==> src/rtl/core/tese_pkg.sv <==
// tese_pkg: shared types and codes for the tagged entry stack engine
// used by tese_cell and tagged_entry_stack_engine_unit, depends on nothing
package tese_pkg;

    localparam int TAG_W    = 16;
    localparam int COUNT_W  = 8;
    localparam int OP_W     = 3;
    localparam int STATUS_W = 2;
    localparam int LEVEL_W  = 5;
    localparam logic [COUNT_W-1:0] MATCH_RESET = 8'd2;

    typedef struct packed {
        logic [TAG_W-1:0]   tag;
        logic [COUNT_W-1:0] count;
    } entry_t;

    typedef enum logic [OP_W-1:0] {
        OP_PUSH   = 3'd0,
        OP_POP    = 3'd1,
        OP_PEEK   = 3'd2,
        OP_SWAP   = 3'd3,
        OP_DUP    = 3'd4,
        OP_REMOVE = 3'd5
    } op_e;

    typedef enum logic [STATUS_W-1:0] {
        ST_OK    = 2'd0,
        ST_EMPTY = 2'd1,
        ST_FEW   = 2'd2,
        ST_FULL  = 2'd3
    } status_e;

    typedef enum logic [2:0] {
        CMD_HOLD,
        CMD_DOWN,
        CMD_UP,
        CMD_SWAP,
        CMD_ROT
    } cell_cmd_e;

    typedef enum logic {
        FSM_IDLE,
        FSM_COMPACT
    } fsm_e;

    typedef struct packed {
        cell_cmd_e cmd;
        logic      keep;
        entry_t    rot;
    } cell_ctl_t;

endpackage

==> src/rtl/core/tese_cell.sv <==
// tese_cell: one stack slot, moves its entry to or from its neighbors
// depends on tese_pkg
module tese_cell #(
    parameter int CELL_IDX = 0
) (
    input  logic                clk,
    input  tese_pkg::cell_ctl_t ctl,
    input  logic                tail_hit,
    input  tese_pkg::entry_t    above,
    input  tese_pkg::entry_t    below,
    output tese_pkg::entry_t    q
);
    import tese_pkg::*;

    localparam bit IS_TOP    = (CELL_IDX == 0);
    localparam bit IS_SECOND = (CELL_IDX == 1);

    entry_t entry_reg;
    entry_t entry_next;

    always_comb
    begin
        entry_next = entry_reg;
        unique case (ctl.cmd)
            CMD_HOLD: entry_next = entry_reg;
            CMD_DOWN: entry_next = above;
            CMD_UP:   entry_next = below;
            CMD_SWAP:
            begin
                if (IS_TOP)
                    entry_next = below;
                else if (IS_SECOND)
                    entry_next = above;
            end
            CMD_ROT:
            begin
                if (tail_hit && ctl.keep)
                    entry_next = ctl.rot;
                else
                    entry_next = below;
            end
            default: entry_next = entry_reg;
        endcase
    end

    always_ff @(posedge clk)
    begin
        entry_reg <= entry_next;
    end

    assign q = entry_reg;

endmodule

==> src/rtl/core/tagged_entry_stack_engine_unit.sv <==
// tagged_entry_stack_engine_unit: bounded lifo of tag/count entries in a row of cells
// depends on tese_pkg and tese_cell
//
// channel  | handshake           | payload
// input    | in_valid/in_ready   | op, in_tag, in_count
// result   | res_valid/res_ready | out_tag, out_count, out_valid, status, fill_level
// config   | cfg_wr_en           | cfg_wr_data (match_count)
//
// push, pop, peek, swap, dup and unused codes give their result in the cycle after they are taken; cell 0 is the top
// remove rotates the live entries through the cell row, one per cycle
// a new beat is taken while the sequencer is idle and the result register is empty or being drained
// reset clears the fill level, the sequencer and the result valid; cells are not cleared
module tagged_entry_stack_engine_unit #(
    parameter int STACK_DEPTH = 16
) (
    input  logic        clk,
    input  logic        rst_n,
    input  logic        in_valid,
    output logic        in_ready,
    input  logic [2:0]  op,
    input  logic [15:0] in_tag,
    input  logic [7:0]  in_count,
    output logic        res_valid,
    input  logic        res_ready,
    output logic [15:0] out_tag,
    output logic [7:0]  out_count,
    output logic        out_valid,
    output logic [1:0]  status,
    output logic [4:0]  fill_level,
    input  logic        cfg_wr_en,
    input  logic [7:0]  cfg_wr_data
);
    import tese_pkg::*;

    localparam int FILL_W = $clog2(STACK_DEPTH + 1);
    localparam logic [FILL_W-1:0] FULL_LEVEL = FILL_W'(STACK_DEPTH);
    localparam logic [FILL_W-1:0] ONE = FILL_W'(1);
    localparam logic [FILL_W-1:0] TWO = FILL_W'(2);

    fsm_e                state_reg, state_next;
    logic [FILL_W-1:0]   fill_reg, fill_next;
    logic [FILL_W-1:0]   live_reg, live_next;
    logic [FILL_W-1:0]   left_reg, left_next;
    logic [COUNT_W-1:0]  match_reg;
    logic                res_valid_reg, res_valid_next;
    entry_t              res_entry_reg, res_entry_next;
    logic                res_has_reg, res_has_next;
    status_e             res_status_reg, res_status_next;
    logic [FILL_W-1:0]   res_fill_reg, res_fill_next;

    cell_ctl_t            cell_ctl;
    entry_t               top_in;
    entry_t               cell_q [STACK_DEPTH];
    logic [STACK_DEPTH-1:0] tail_hit;
    logic                 accept;
    logic [FILL_W-1:0]    tail_level;
    logic [31:0]          fill_wide;

    assign in_ready = (state_reg == FSM_IDLE) && (!res_valid_reg || res_ready);
    assign accept   = in_valid && in_ready;
    assign top_in   = (op_e'(op) == OP_DUP) ? cell_q[0] : entry_t'({in_tag, in_count});
    assign tail_level = live_reg - ONE;

    for (genvar i = 0; i < STACK_DEPTH; i++)
    begin : g_cell
        entry_t above;
        entry_t below;
        if (i == 0)
        begin : g_top
            assign above = top_in;
        end
        else
        begin : g_mid
            assign above = cell_q[i-1];
        end
        if (i == STACK_DEPTH - 1)
        begin : g_end
            assign below = cell_q[i];
        end
        else
        begin : g_link
            assign below = cell_q[i+1];
        end
        assign tail_hit[i] = (tail_level == FILL_W'(i));
        tese_cell #(
            .CELL_IDX(i)
        ) u_cell (
            .clk     (clk),
            .ctl     (cell_ctl),
            .tail_hit(tail_hit[i]),
            .above   (above),
            .below   (below),
            .q       (cell_q[i])
        );
    end

    always_comb
    begin
        state_next      = state_reg;
        fill_next       = fill_reg;
        live_next       = live_reg;
        left_next       = left_reg;
        res_entry_next  = res_entry_reg;
        res_has_next    = res_has_reg;
        res_status_next = res_status_reg;
        res_fill_next   = res_fill_reg;
        res_valid_next  = res_valid_reg && !res_ready;
        cell_ctl.cmd    = CMD_HOLD;
        cell_ctl.keep   = (cell_q[0].count != match_reg);
        cell_ctl.rot    = cell_q[0];

        unique case (state_reg)
            FSM_IDLE:
            begin
                if (accept)
                begin
                    res_valid_next  = 1'b1;
                    res_entry_next  = '0;
                    res_has_next    = 1'b0;
                    res_status_next = ST_OK;
                    unique case (op_e'(op))
                        OP_PUSH:
                        begin
                            if (fill_reg >= FULL_LEVEL)
                                res_status_next = ST_FULL;
                            else
                            begin
                                cell_ctl.cmd = CMD_DOWN;
                                fill_next    = fill_reg + ONE;
                            end
                        end
                        OP_POP, OP_PEEK:
                        begin
                            if (fill_reg == '0)
                                res_status_next = ST_EMPTY;
                            else
                            begin
                                res_entry_next = cell_q[0];
                                res_has_next   = 1'b1;
                                if (op_e'(op) == OP_POP)
                                begin
                                    cell_ctl.cmd = CMD_UP;
                                    fill_next    = fill_reg - ONE;
                                end
                            end
                        end
                        OP_SWAP:
                        begin
                            if (fill_reg < TWO)
                                res_status_next = ST_FEW;
                            else
                                cell_ctl.cmd = CMD_SWAP;
                        end
                        OP_DUP:
                        begin
                            if (fill_reg == '0)
                                res_status_next = ST_EMPTY;
                            else if (fill_reg >= FULL_LEVEL)
                                res_status_next = ST_FULL;
                            else
                            begin
                                cell_ctl.cmd = CMD_DOWN;
                                fill_next    = fill_reg + ONE;
                            end
                        end
                        OP_REMOVE:
                        begin
                            if (fill_reg == '0)
                                res_status_next = ST_EMPTY;
                            else
                            begin
                                res_valid_next = 1'b0;
                                live_next      = fill_reg;
                                left_next      = fill_reg;
                                state_next     = FSM_COMPACT;
                            end
                        end
                        default: ;
                    endcase
                    res_fill_next = fill_next;
                end
            end
            FSM_COMPACT:
            begin
                cell_ctl.cmd = CMD_ROT;
                live_next    = cell_ctl.keep ? live_reg : live_reg - ONE;
                left_next    = left_reg - ONE;
                if (left_reg == ONE)
                begin
                    state_next     = FSM_IDLE;
                    fill_next      = live_next;
                    res_valid_next = 1'b1;
                    res_fill_next  = live_next;
                end
            end
            default: state_next = FSM_IDLE;
        endcase
    end

    always_ff @(posedge clk or negedge rst_n)
    begin
        if (!rst_n)
        begin
            state_reg     <= FSM_IDLE;
            fill_reg      <= '0;
            match_reg     <= MATCH_RESET;
            res_valid_reg <= 1'b0;
        end
        else
        begin
            state_reg     <= state_next;
            fill_reg      <= fill_next;
            res_valid_reg <= res_valid_next;
            if (cfg_wr_en)
                match_reg <= cfg_wr_data;
        end
    end

    always_ff @(posedge clk)
    begin
        live_reg       <= live_next;
        left_reg       <= left_next;
        res_entry_reg  <= res_entry_next;
        res_has_reg    <= res_has_next;
        res_status_reg <= res_status_next;
        res_fill_reg   <= res_fill_next;
    end

    assign fill_wide  = 32'(res_fill_reg);
    assign res_valid  = res_valid_reg;
    assign out_tag    = res_entry_reg.tag;
    assign out_count  = res_entry_reg.count;
    assign out_valid  = res_has_reg;
    assign status     = res_status_reg;
    assign fill_level = fill_wide[4:0];

    a_no_take_in_compact: assert property (@(posedge clk) disable iff (!rst_n)
        (state_reg == FSM_COMPACT) |-> !in_ready)
        else $error("beat taken during compaction");

    a_fill_bound: assert property (@(posedge clk) disable iff (!rst_n)
        fill_reg <= FULL_LEVEL)
        else $error("fill level beyond depth");

    a_quick_result: assert property (@(posedge clk) disable iff (!rst_n)
        (accept && (op_e'(op) != OP_REMOVE)) |=> res_valid)
        else $error("no result after single cycle op");

    a_live_shrinks: assert property (@(posedge clk) disable iff (!rst_n)
        (state_reg == FSM_COMPACT) |-> (live_reg <= fill_reg && live_reg >= left_reg))
        else $error("compaction count out of range");

endmodule

==> config.mk <==
export PLATFORM = sky130hd
export DESIGN_NAME = tagged_entry_stack_engine_unit
export DESIGN_NICKNAME = d
export VERILOG_FILES = /design/src/rtl/core/tese_pkg.sv /design/src/rtl/core/tese_cell.sv /design/src/rtl/core/tagged_entry_stack_engine_unit.sv
export SDC_FILE = /design/constraint.sdc
export NUM_CORES = 1
export LEC_CHECK = 0
export ABC_AREA = 1
export BUFFER_PORTS_ARGS = -buffer_cell sky130_fd_sc_hd__buf_2
export CORE_ASPECT_RATIO = 1.4
export CORE_MARGIN = 2
export CORE_UTILIZATION = 65
export CTS_CLUSTER_SIZE = 20
export DETAILED_ROUTE_END_ITERATION = 6
export PLACE_DENSITY = 0.83
export SLEW_MARGIN = 20
export SYNTH_ARGS = -nofsm -noshare
export SYNTH_HDL_FRONTEND = slang
export SYNTH_HIERARCHICAL = 1
export SYNTH_SLANG_ARGS = --single-unit
==> constraint.sdc <==
create_clock -name clk -period 9.5 [get_ports clk]
set_clock_uncertainty 0.2 [all_clocks]
set_input_delay 0.95 -clock clk [delete_from_list [all_inputs] [get_ports clk]]
set_output_delay 0.95 -clock clk [all_outputs]
set_load 0.02 [all_outputs]
==> reports/results.ini <==
[worst_setup_path]
max_stage_delay_ps=780
startpoint_type=register
worstSetupEndpointType=register
crit_path_max_fanout=118
crit_path_frequent_cell=buf_12
cp_top_family=buffers and inverters
crit_type=reg2reg
cpMaxStageDelayCell=dfrtp_4
worst-path-buf-inv=4
crit_arrival_ps=4780
cp_cell_sequence=a21oi_1, nand2_1, a21oi_4, buf_12, buf_12, inv_2, nand3_2, o211ai_1, buf_4
cp.required_ps=9640

[synth]
async_reset_ff_frac=0.0340
syn_area_sq_mm=0.0335
synth_compound_gate_area_share=0.0111
synth_common_cells=nand3_1 (1154), nand2_1 (964), edfxtp_1 (426)
synth_edf_count=426
synthXorXnorAreaFrac=0.00261
synth_mux_area_frac=0.00168
synth_seq_cells=441
synthAdderAreaFrac=0.00336
synth.avg_cell_area_sq_um=8.46
synth_top_family_by_area=simple AND/OR/NAND/NOR gates
ys_top_cells_by_area=edfxtp_1 (38%), nand3_1 (17%), nand3_2 (11%)
yosys_warnings=6
synthDistinctLibCells=32
netlist_instances=3960
synth_largest_area_cell=edfxtp_1
netlist.area_leader.share=0.382
synth_nets=4009
post-synth-top-count-cell=nand3_1
yosysSeqAreaShare=0.393
synth_simple_gate_area_frac=0.499
synth_ff_type=edfxtp_1

[final_layout]
finalNetCount=3880
largest_reg_flops=384
num-fill-cells=4150
drive_gt1_frac=0.284
syn_to_final_growth_pct=1.54
fin_util=0.667

[outcome]
outcome=finished, violations left
violations=design-rule violations

[route]
dr.pass1.iters=7
wl_per_cell_um=22.9
vias=29700
drt-initial-drc-count=4336
via_per_inst=6.58
wirelength_mm=104
drc=4
ant_nets=0

[clocking]
cts_tree=done
clk_path_buf_depth=3
post_cts_buffers=0
numCtsBuffers=46
cts.sinks=441
path_clk_slew_ps=70
hold_buffers=0
cts_root_buf=clkbuf_16
cts_htree_levels=2
post_cts_resize_count=0
worstSkewPairLatency_ps=620

[timing]
timing.fmax_ghz=0.215
fin_tns_setup_ps=0
hold_ws_ps=81.8
tightest_slew_ps=1240
setup_viol=0
rsz0062_at_grt=no
finalCritPeriodShare=0.489
setup_slack_ps=4860
worst_slew_margin_rel=0.176
period_needed_ps=4640
slew_violations=0
finalHoldViolations=0

[global_routing]
gr-usage-met1=0.451
grt.met3_usage=0.0612
grt_usage=0.382
grt_start_max_net_pins=163
grt_pass1_wl_mm=159
first_global_vias=28000
grt-busiest-layer=met2
antenna_found_initial=2
met2_usage=0.631
grt_remaining_overflow=0

[floorplanning]
die_x_um=196
ioPinCount=74
num_rows=98
die-area_sq_mm=0.0534
coreArea_sq_mm=0.0510
die_h_um=273
start_util=0.657

[placed_design]
dp.final_hpwl_mm=66.5
post-place-ws_ps=4650
io_buffer_count=73
gp_congestion=0.945

[power_and_ir_drop]
power_frac_clock=0.135
seq_power_share=0.388
vdd_drop_max_mv=0.253
intPower_w=0.00685
switchingPower_w=0.00667
swShare=0.493
leakagePower_nw=15.0
power.total_w=0.0135
p_per_area_mw_per_mm2=397
combPwrFrac=0.477

[min_path]
hold_class=in2async

[job]
maxCapViolCount=0

## layout by cell type (no fill, tap or decap), types with 2 or more instances in the layout
cell type,instances
xor2_1,2
nor2_2,7
edfxtp_1,426
clkbuf_16,46
buf_2,73
buf_4,53
inv_2,41
clkinv_1,8
o211ai_1,16
inv_1,55
bufinv_16,3
dfrtp_1,13
nor2_1,57
inv_6,2
nor2_8,14
clkbuf_1,12
nand3_2,380
clkinv_2,10
buf_12,4
ha_1,9
a21oi_4,2
buf_8,2
xnor2_1,8
nand2_1,963
a21oi_1,2
nand2_4,16
nand3_1,1154
o21ai_1,12
nor2_4,16
o21ai_0,29
clkbuf_8,2
mux2_2,5
nand2_2,417
## through the flow
step	cells	cell area [sq um]
after global placement	4431	32600
final	4518	34000
after CTS	4515	34000
after detailed placement	4431	32600
after floorplan	3960	33500
after global routing	4518	34000
## layer usage
metal,vias to the layer above,routed length [um]
met3,519,9920
met4,0,8860
li1,13400,-
met2,1927,49700
met1,13900,35100
met5,-,0
## worst register-to-register path, stage by stage (launching register included)
cell      delay [ps]
dfrtp_4          780
a21oi_1          300
nand2_1          230
a21oi_4          260
buf_12           380
buf_12           570
inv_2            330
nand3_2          430
o211ai_1         510
buf_4            380
## power groups by stage
stage	logic (W)	registers, W	clock network (W)
after floorplan	0.00518	0.00468	0
after global placement	0.00606	0.00521	0
after detailed placement	0.00623	0.00521	0
after CTS	0.00626	0.00519	0.00181
after global routing	0.00701	0.00531	0.00189
final	0.00645	0.00525	0.00182
## cell families (layout without fill, tap and decap cells)
| logic type | Yosys count | after routing |
|---|---|---|
| multiplexers | 5 | 5 |
| other | 0 | 1 |
| AND/OR/NAND/NOR | 3025 | 3025 |
| adder cells (fa/ha/maj) | 9 | 9 |
| AO/OA/AOI/OAI | 64 | 64 |
| flip-flops | 441 | 441 |
| buffers and inverters | 406 | 313 |
| XOR/XNOR | 10 | 10 |
## area by class of cell
cell class / count / area [sq um] / share of cell area
timing repair buffer: 132 / 873 / 0.0257
clock buffer: 60 / 1220 / 0.0360
sequential: 441 / 13200 / 0.387
inverter: 97 / 364 / 0.0107
antenna: 1 / 2.50 / 0.0000736
multi-input combinational: 3113 / 17400 / 0.510
tap: 650 / 813 / 0.0239
clock inverter: 24 / 208 / 0.00611
## path summary, 6_finish.rpt
path                                               start                          endpoint  slack [ps]  cells after the start
worst max-delay path                 state_reg$_DFF_PN0_  g_cell[5].u_cell/q[16]$_DFFE_PP_        4860                      9
worst min-delay path                               rst_n               res_valid$_DFF_PN0_          80                      1
worst min register to register  match_reg[3]$_DFFE_PN0P_          match_reg[3]$_DFFE_PN0P_         330                      1
max in group asynchronous                          rst_n               state_reg$_DFF_PN0_        8650                      1
worst max register to register       state_reg$_DFF_PN0_  g_cell[5].u_cell/q[16]$_DFFE_PP_        4860                      9
min in group clk                match_reg[3]$_DFFE_PN0P_          match_reg[3]$_DFFE_PN0P_         330                      1
No activity file was read; power rests on OpenSTA's default activity.
